**src/npc_pkg.sv**
```systemverilog
`default_nettype none
// ---------------------------------------------------------------------------
// npc_pkg
// Shared types and constants for the nearest palette color search core.
// ---------------------------------------------------------------------------
package npc_pkg;

    localparam int CH_W      = 8;
    localparam int COLOR_W   = 24;
    localparam int DIST_W    = 18;
    localparam int COUNT_W   = 9;
    localparam int OUT_IDX_W = 8;
    localparam int NUM_CELLS = 3;

    localparam logic OP_LOAD  = 1'b0;
    localparam logic OP_QUERY = 1'b1;

    typedef enum logic [1:0] {
        ST_IDLE,
        ST_SCAN,
        ST_DRAIN
    } seq_state_t;

    // query setup handed to the best-match tracker
    typedef struct packed {
        logic              start;
        logic              empty;
        logic [DIST_W-1:0] limit;
    } srch_start_t;

    typedef struct packed {
        logic                 found;
        logic [OUT_IDX_W-1:0] best_index;
        logic [DIST_W-1:0]    best_distance;
    } res_t;

endpackage
`default_nettype wire

```
**src/npc_best.sv**
```systemverilog
`default_nettype none
// ---------------------------------------------------------------------------
// npc_best
// Running best-match tracker at the end of the cell chain.
// ---------------------------------------------------------------------------
module npc_best #(
    parameter int IDX_W = 8
) (
    input  wire logic                       clk,
    input  wire logic                       rst_n,
    input  wire npc_pkg::srch_start_t       ctl,
    input  wire logic                       in_valid,
    input  wire logic                       in_last,
    input  wire logic [IDX_W-1:0]           in_index,
    input  wire logic [npc_pkg::DIST_W-1:0] in_sum,
    output logic                            done,
    output npc_pkg::res_t                   res
);

    logic [npc_pkg::DIST_W-1:0] limit_reg, limit_next;
    logic [IDX_W-1:0]           index_reg, index_next;
    logic                       hit_reg, hit_next;
    logic                       done_reg, done_next;
    logic [31:0]                index_wide;

    always_comb
    begin
        limit_next = limit_reg;
        index_next = index_reg;
        hit_next   = hit_reg;
        done_next  = done_reg;
        if (ctl.start)
        begin
            limit_next = ctl.limit;
            index_next = '0;
            hit_next   = 1'b0;
            done_next  = ctl.empty;
        end
        else if (in_valid)
        begin
            if (in_sum < limit_reg)
            begin
                limit_next = in_sum;
                index_next = in_index;
                hit_next   = 1'b1;
            end
            if (in_last)
            begin
                done_next = 1'b1;
            end
        end
    end

    always_ff @(posedge clk or negedge rst_n)
    begin
        if (!rst_n)
        begin
            hit_reg   <= 1'b0;
            done_reg  <= 1'b0;
            index_reg <= '0;
        end
        else
        begin
            hit_reg   <= hit_next;
            done_reg  <= done_next;
            index_reg <= index_next;
        end
    end

    always_ff @(posedge clk)
    begin
        limit_reg <= limit_next;
    end

    assign index_wide        = 32'(index_reg);
    assign done              = done_reg;
    assign res.found         = hit_reg;
    assign res.best_index    = index_wide[npc_pkg::OUT_IDX_W-1:0];
    assign res.best_distance = limit_reg;

endmodule
`default_nettype wire

```
**config.mk**
```make
export PLATFORM = sky130hd
export DESIGN_NAME = npc_best
export DESIGN_NICKNAME = d
export VERILOG_FILES = /design/src/npc_pkg.sv /design/src/npc_best.sv
export SDC_FILE = /design/constraint.sdc
export NUM_CORES = 1
export LEC_CHECK = 0
export ABC_AREA = 1
export BUFFER_PORTS_ARGS = -buffer_cell sky130_fd_sc_hd__clkbuf_2
export CAP_MARGIN = 20
export CORE_UTILIZATION = 40
export DETAILED_ROUTE_END_ITERATION = 8
export PLACE_DENSITY_LB_ADDON = 0.08
export SLEW_MARGIN = 30
export SYNTH_ARGS = -nofsm -noshare
export SYNTH_HDL_FRONTEND = slang
export SYNTH_SLANG_ARGS = --single-unit
```
**constraint.sdc**
```tcl
create_clock -name clk -period 2.66 [get_ports clk]
set_clock_uncertainty 0.2 [all_clocks]
set_input_delay 0 -clock clk [delete_from_list [all_inputs] [get_ports clk]]
set_output_delay 0 -clock clk [all_outputs]
set_load 0.05 [all_outputs]
```
==> metrics.txt <==
fin. max-slew vios=0; Antenna Violating Nets Remaining=0; Tcrit/Tclk final=85.1%; RSZ-0062 raised after global routing=no; Setup WS post-layout=0.396 ns; worst r2r src=limit_reg[17]; Syn Area/Cell=8.07 um2; met2 Resource Use GR=37.5%; maximum VDD drop=0.282 mV; slew of the pin with the lowest slew margin=0.494 ns; register bit count reported by yosys=28; register area share after synthesis=46.4%; Skew-Pair Late Insertion Delay=0.28 ns; CP delay by family, top=simple AND/OR/NAND/NOR gates; FF-to-FF setup slack=0.40 ns; Placed Area=0.00214 mm2; HP Class=in2reg; via/cell ratio=4.63; clock share of power=20.7%; Netlist Area Pre-Place=0.00170 mm2; Sw Ratio=36.1%; CTS tree=built; pwr/cell area=478 mW/mm2; Setup TNS Final=0 ns; Largest stage delay, worst path=0.39 ns; largest net degree at the start of global routing=22; WL final=4460 um; CP Cell Sequence=inv_1 > ha_1 > nand2_1 > nor2_2 > nand2_1 > nor2_2 > a21oi_1 > nand3_2 > nand2_1 > buf_4; Final Util=66.3%; Most Used Layer, Global Route=met2; arrival time of the worst setup path=2.02 ns; GRT Util Overall=20.7%; Chip Width=67.2 um; max cap viols=0; Total Nets Final=406; initial antenna violation count=0; ant diodes=0; clk slew on worst S/H paths=0.10 ns; clk sinks=28; leakage=1.50 nW; dpl ws=0.407 ns; critical path required time=2.42 ns; DR DRC count=0; number of flip-flops in the largest register=18; hpwl dp=2950 um; DR pass1 iterations=5; routability cong.=0.716; final hold vios=0; IO Port Bufs=77; logic gate share of total power=37.5%; Initial Utilization=42.0%; syn nets=278; Setup violations, final=0; Slew HR=67.1%; Synth Instances=211; Rows=23; fraction of layout cells with a size suffix above 1=26.9%; commonest non-fill, non-tap cell in the layout=nand2_1; worst hold stages=2; # hold bufs at CTS=49; Die Span Y=67.2 um; Netlist cell types=19; sw power=0.000464 W; Worst Hold End=hit_reg; cts bufs inserted=3; CTS resizes=0; hold_sp=ctl[19]; Top cell by count, worst path=nand2_1; f_max=442 MHz; worst setup path startpoint=limit_reg[17]; vias=1,795; RR Endpoint=limit_reg[5]; GR Util met3=2.20%; yosys warns=0; clk root buf=clkbuf_8; CP Launch Type=flop; die footprint=0.00452 mm2; first-pass GRT wire length=6980 um; H-tree Lvls=1; I/O pin count=78; Slowest-stage cell, CP=edfxtp_1; P_int=0.000821 W; critical path type=reg2reg; Core ar.=0.00406 mm2; P&R area growth vs syn=58.0%; total grt overflow=0; Critical Path Fanout Max=18; drt initial violations=71; outcome=completed; Critical Path End Type=flop; postcts setup bufs=0; WL/cell=11.5 um; CP Buf/Inv Count=2; met1 GRT Util=25.3%; r2r worst-path depth=10; Max clock buf depth=2; vias in the first global route=1,659; leading cell types in the layout, fill and taps excluded=nand2_1 (89), clkbuf_2 (77), dlygate4sd3_1 (49), inv_1 (27); sequential fraction of design power=41.8%; Tmin final=2.26 ns; fin area=0.00269 mm2
==> through the flow <==
step                hold slack [ns]  cells  total power (W)
floorplan                    -0.496    211         0.000838
global placement             -0.318    335         0.000958
detailed placement           -0.321    335         0.000960
CTS                          0.0497    388          0.00129
global route                  0.103    388          0.00136
finish                       0.0445    388          0.00128
==> final cells by class <==
| class | instances | area [um2] |
|---|---|---|
| inverters | 28 | 105 |
| repair buffers | 129 | 898 |
| fillers | 355 | 1370 |
| clock buffers | 4 | 55.1 |
| multi-input cells | 149 | 778 |
| flip-flops and latches | 28 | 791 |
| well taps | 50 | 62.6 |
==> power by group through the flow <==
stage	Combinational, W	Clock (W)	Sequential [W]
after floorplan	0.000149	0	0.000688
after global placement	0.000412	0	0.000547
after detailed placement	0.000414	0	0.000546
after CTS	0.000480	0.000272	0.000537
after global routing	0.000527	0.000287	0.000543
final	0.000481	0.000266	0.000537
==> kinds of logic after synthesis <==
group | synth area share (%)
AND/OR/NAND/NOR | 29.7
adder cells (fa/ha/maj) | 12.5
AO/OA/AOI/OAI | 3.53
flip-flops | 46.4
buffers and inverters | 7.86
==> cells in the mapped netlist <==
| master | instances | area [um2] |
|---|---|---|
| nor2_4 | 1 | 11.3 |
| edfxtp_1 | 18 | 541 |
| a21o_2 | 1 | 8.76 |
| ha_1 | 17 | 213 |
| buf_2 | 2 | 10.0 |
| nor2_2 | 2 | 12.5 |
| inv_1 | 27 | 101 |
| o21ai_0 | 1 | 5.00 |
| dfrtp_1 | 10 | 250 |
| a21o_1 | 1 | 7.51 |
| nor2_1 | 10 | 37.5 |
| nand3_1 | 18 | 90.1 |
| buf_4 | 1 | 7.51 |
| clkinv_1 | 1 | 3.75 |
| o21ai_2 | 1 | 8.76 |
| a21oi_1 | 6 | 30.0 |
| clkbuf_1 | 3 | 11.3 |
| nand3_2 | 2 | 20.0 |
| nand2_1 | 89 | 334 |
==> how the worst max path moves through the flow <==
stage / endpoint / depth (start not counted)
5_1_grt: limit_reg[5] / 10
4_1_cts: limit_reg[5] / 10
2_1_floorplan: limit_reg[0] / 9
3_3_place_gp: limit_reg[0] / 10
6_report: limit_reg[5] / 10
3_5_place_dp: limit_reg[5] / 10
==> metal layers <==
layer  routed length (um)  share of wire [%]
met5                    0                  0
met1                 1970                 44
met2                 2270                 51
met3                  191                4.3
met4                   23               0.52
Power figures use the tool's default switching activity.
