File: src/npc_pkg.sv
`default_nettype none
// ---------------------------------------------------------------------------
// npc_pkg
// Shared types and constants for the nearest palette color search core.
// ---------------------------------------------------------------------------
package npc_pkg;

    localparam int CH_W      = 8;
    localparam int COLOR_W   = 24;
    localparam int DIST_W    = 18;
    localparam int COUNT_W   = 9;
    localparam int OUT_IDX_W = 8;
    localparam int NUM_CELLS = 3;

    localparam logic OP_LOAD  = 1'b0;
    localparam logic OP_QUERY = 1'b1;

    typedef enum logic [1:0] {
        ST_IDLE,
        ST_SCAN,
        ST_DRAIN
    } seq_state_t;

    // query setup handed to the best-match tracker
    typedef struct packed {
        logic              start;
        logic              empty;
        logic [DIST_W-1:0] limit;
    } srch_start_t;

    typedef struct packed {
        logic                 found;
        logic [OUT_IDX_W-1:0] best_index;
        logic [DIST_W-1:0]    best_distance;
    } res_t;

endpackage
`default_nettype wire

File: src/npc_cell.sv
`default_nettype none
// ---------------------------------------------------------------------------
// npc_cell
// One channel cell: squares the difference of the leading color byte
// against its target byte, adds it to the running sum, shifts the color on.
// ---------------------------------------------------------------------------
module npc_cell #(
    parameter int IDX_W = 8
) (
    input  wire logic                       clk,
    input  wire logic                       rst_n,
    input  wire logic                       tgt_load,
    input  wire logic [npc_pkg::CH_W-1:0]   tgt_in,
    input  wire logic                       in_valid,
    input  wire logic                       in_last,
    input  wire logic [IDX_W-1:0]           in_index,
    input  wire logic [npc_pkg::COLOR_W-1:0] in_color,
    input  wire logic [npc_pkg::DIST_W-1:0] in_sum,
    output logic                            out_valid,
    output logic                            out_last,
    output logic      [IDX_W-1:0]           out_index,
    output logic      [npc_pkg::COLOR_W-1:0] out_color,
    output logic      [npc_pkg::DIST_W-1:0] out_sum
);

    logic [npc_pkg::CH_W-1:0]    tgt_reg;
    logic                        valid_reg;
    logic                        last_reg;
    logic [IDX_W-1:0]            index_reg;
    logic [npc_pkg::COLOR_W-1:0] color_reg;
    logic [npc_pkg::DIST_W-1:0]  sum_reg;

    logic [npc_pkg::CH_W-1:0]    chan;
    logic [npc_pkg::CH_W-1:0]    diff;
    logic [2*npc_pkg::CH_W-1:0]  sq;
    logic [npc_pkg::DIST_W-1:0]  sum_next;
    logic [npc_pkg::COLOR_W-1:0] color_next;

    always_comb
    begin
        chan       = in_color[npc_pkg::COLOR_W-1 -: npc_pkg::CH_W];
        diff       = (chan > tgt_reg) ? (chan - tgt_reg) : (tgt_reg - chan);
        sq         = diff * diff;
        sum_next   = in_sum + npc_pkg::DIST_W'(sq);
        color_next = {in_color[npc_pkg::COLOR_W-npc_pkg::CH_W-1:0],
                      {npc_pkg::CH_W{1'b0}}};
    end

    always_ff @(posedge clk or negedge rst_n)
    begin
        if (!rst_n)
        begin
            valid_reg <= 1'b0;
            last_reg  <= 1'b0;
        end
        else
        begin
            valid_reg <= in_valid;
            last_reg  <= in_last & in_valid;
        end
    end

    always_ff @(posedge clk)
    begin
        if (tgt_load)
        begin
            tgt_reg <= tgt_in;
        end
        index_reg <= in_index;
        color_reg <= color_next;
        sum_reg   <= sum_next;
    end

    assign out_valid = valid_reg;
    assign out_last  = last_reg;
    assign out_index = index_reg;
    assign out_color = color_reg;
    assign out_sum   = sum_reg;

endmodule
`default_nettype wire

File: config.mk
export PLATFORM = sky130hd
export DESIGN_NAME = npc_cell
export DESIGN_NICKNAME = d
export VERILOG_FILES = /design/src/npc_pkg.sv /design/src/npc_cell.sv
export SDC_FILE = /design/constraint.sdc
export NUM_CORES = 1
export LEC_CHECK = 0
export ABC_AREA = 0
export BUFFER_PORTS_ARGS = -buffer_cell sky130_fd_sc_hd__buf_2
export CAP_MARGIN = 20
export CORE_ASPECT_RATIO = 1.75
export CORE_MARGIN = 4
export CORE_UTILIZATION = 42
export DETAILED_ROUTE_END_ITERATION = 6
export HOLD_SLACK_MARGIN = 0.03
export PLACE_DENSITY = 0.72
export SLEW_MARGIN = 20
export SYNTH_ARGS = -nofsm -noshare
export SYNTH_HDL_FRONTEND = slang
export SYNTH_SLANG_ARGS = --single-unit
File: constraint.sdc
create_clock -name clk -period 7 [get_ports clk]
set_clock_uncertainty 0.15 [all_clocks]
set_input_delay 1.4 -clock clk [delete_from_list [all_inputs] [get_ports clk]]
set_output_delay 1.4 -clock clk [all_outputs]
set_load 0.005 [all_outputs]
==> results.md <==
• 799 — count of fill cells added during filler insertion
• completed — run status
• 9440 um — Routed Wire Length
• 13.3 um — routed length per instance
• 47 — row count
• register — CP endpoint kind
• 4 — first-pass iteration count of the detailed router
• 6980 ps — Crit path arrival time
• 10.1 um2 — average cell area after synthesis
• 3.85% — async set-reset flop share out of synthesis
• 20.5% — fraction of synthesized cell area taken by the top area cell type
• 4100 um2 — Post-Synthesis Cell Area
• 0 — Final Slew Violations
• 72 — number of violations reported at the end of detailed-routing iteration 0
• 5 — CP max FO
• 0 — post-detailed-route DRC marker count
• 300 ps — clock latency on the worst-skew pair
• 0 — count of inserted antenna diode cells
• 18 — Largest register FFs
• 745 — total number of nets in the final design
• 5 — TritonCTS Buffers
• 70 ps — CTS clk-pin slew, worst paths
• 0 — initial antenna violation count
• 20 — pin count of the biggest net entering global routing
• buf_4, inv_8, ha_4, a21o_1, a211o_1, o21ai_4, mux2i_2, xor2_2, buf_4, buf_4, buf_4, or2_4, fa_1, xnor2_2, fa_1, fa_1, inv_1, ha_4, a21o_1, or3_4, o21a_1, a221o_1, a21oi_2, xnor2_1 — worst path cell trace
• 0 — residual antenna-violating net count after detailed routing
• in2reg — Critical Setup Path Class
• buf_4 — cell repeated most along the worst path
• 48 — number of distinct library cells after synthesis
• 43.2% — fraction of final layout cells sized beyond drive strength 1
• 52 — flops & latches, synth
• 17.3% — combined global-route utilization of all metal layers
• 7090 ps — critical path data required time
• 82.6 um — Die Width
• 11500 um2 — overall die area
• 2820 um2 — Multi-input gate area
• 8030 um — Post-DP HPWL
• 52 — clock sinks
• 0 — grt ovf
• 405 — number of instances in the synthesized netlist
• in2async — type of the worst min-delay path
• 5720 um2 — fin area
• adder cells — cell type group with the largest total delay on the critical path
• fa_1 — cell with the largest stage delay on the worst path
• 0 — maximum capacitance violations
• clkbuf_16 — CTS Root Cell
• 9470 um2 — area of the core
• input port — kind of start point of the critical path
• 1130 um2 — total area of sequential cells
• buf_2 — commonest non-fill, non-tap cell in the layout
• 0 — Synth Warn #
• 139 um — overall die height
• 6890 ps — clock period minus final worst setup slack
• 15500 um — wire length of the first global-routing pass
• 43.3% — initial core utilization
• 115 — top-level I/O count
• built — clock tree from TritonCTS
• 3316 — total vias in the final route
• 0 — final number of setup-violating endpoints
• dfxtp_1 — most frequently used flop master after synthesis
• 4.68 — Via density
• 3674 — via count of the first global-routing pass
• 600 ps — Slowest Stage Delay on Critical Path
• 27.6% — share of synthesized area occupied by flip-flops and latches
• 98.5% — post-route fraction of the period consumed by the critical path
• dfxtp_1 — cell taking the most area after synthesis
• buf_2, inv_1, buf_4 — top library cells by usage in the layout, fill and taps aside
• 5290 um2 — area after detailed placement
• 2 — clk buf depth
• 6 — sum of buffers and inverters on the critical path
• 0 — final hold violations
• 8 — number of flops mapped to enable cells by yosys
• 0.823 — routability cong.
• 39.7% — layout-stage area growth over the synthesis result
• 106 — Port Buffer Count
• dfxtp_1, fa_1, ha_1, inv_1, edfxtp_1 — largest cells by area after synthesis
• 145 MHz — maximum frequency from static timing analysis
• 2 — number of H-tree levels
synthesized netlist by cell type, types with 3 or more instances:
cell / count
xor2_1: 9
nor3_1: 3
inv_1: 93
nor2_1: 26
dfxtp_1: 42
buf_2: 3
a21oi_1: 11
buf_4: 9
ha_1: 58
nand3_1: 4
or2_2: 4
or2_1: 3
nand2_1: 8
o21ai_0: 9
xnor2_1: 14
a31oi_1: 4
edfxtp_1: 8
mux2i_1: 8
a21o_1: 13
fa_1: 39
final timing paths:
| kind | startpoint | end | slack, ps | cells past startpoint |
|---|---|---|---|---|
| worst max-delay path | in_color[21] | out_sum[15] | 110 | 24 |
| worst min-delay path | rst_n | out_valid | 720 | 1 |
| worst max register to register | tgt_reg[5] | out_sum[15] | 880 | 22 |
| worst min register to register | tgt_reg[0] | out_sum[0] | 850 | 4 |
| max in group asynchronous | rst_n | out_last | 5890 | 1 |
| min in group clk | tgt_reg[0] | out_sum[0] | 850 | 4 |
layout make-up:
| type | instances | area share [%] |
|---|---|---|
| inverter | 93 | 6.23 |
| clock inverter | 3 | 0.503 |
| tap | 122 | 2.67 |
| timing repair buffer | 180 | 19.3 |
| multi-input combinational | 253 | 49.3 |
| clock buffer | 5 | 2.19 |
| sequential | 52 | 19.8 |
layer usage:
metal  vias to the layer above  part of all wire [%]  GRT usage, %
met5                         -                     0             0
met1                      1590                    30          15.0
met4                         0                   3.7          6.20
met2                        86                    62          36.0
met3                        26                   4.4          2.86
li1                       1614                     -             -
through the flow:
stage	setup TNS, ps	hold WS (ps)	worst slack (ps)	util, %	cells
floorplan	-113	689	-78.1	-	412
global placement	-640	833	-186	55.9	691
detailed placement	-1930	841	-382	55.9	691
CTS	0	711	16.6	57.9	701
global route	-79.8	708	-39.5	60.4	708
finish	0	717	107	60.4	708
cell families (layout without fill, tap and decap cells):
kind of cell / count (synthesis) / after routing / synth area share, %
flops: 52 / 52 / 27.6
compound gates: 53 / 53 / 9.20
simple gates: 61 / 61 / 7.33
mux: 8 / 8 / 1.96
buf+inv: 107 / 281 / 10.9
xor+xnor: 26 / 26 / 6.11
other cells: 1 / 8 / 0.0916
fa+ha+maj: 97 / 97 / 36.8
worst reg2reg max path: cells and delay by family, from the launching register on:
kind	cells	cell delay [ps]
DFF	1	430
and+or+nand+nor	2	580
adders and majority gates	5	2060
xor gates and xnor gates	3	380
buffers and inverters	4	500
AOI/OAI and AO/OA	7	1600
muxes	1	360
repair_timing:
| item | in CTS | in global routing |
|---|---|---|
| resized for setup | 4 | 45 |
| pin swaps | 3 | 20 |
| hold buffers | 0 | 0 |
| setup endpoints to repair | 2 | 8 |
| buffers inserted | 2 | 7 |
| gates cloned | 0 | 0 |
Power is left out: the tool's default activity adds up to more than one toggle a clock period on the data nets, which glitch-free logic cannot reach.
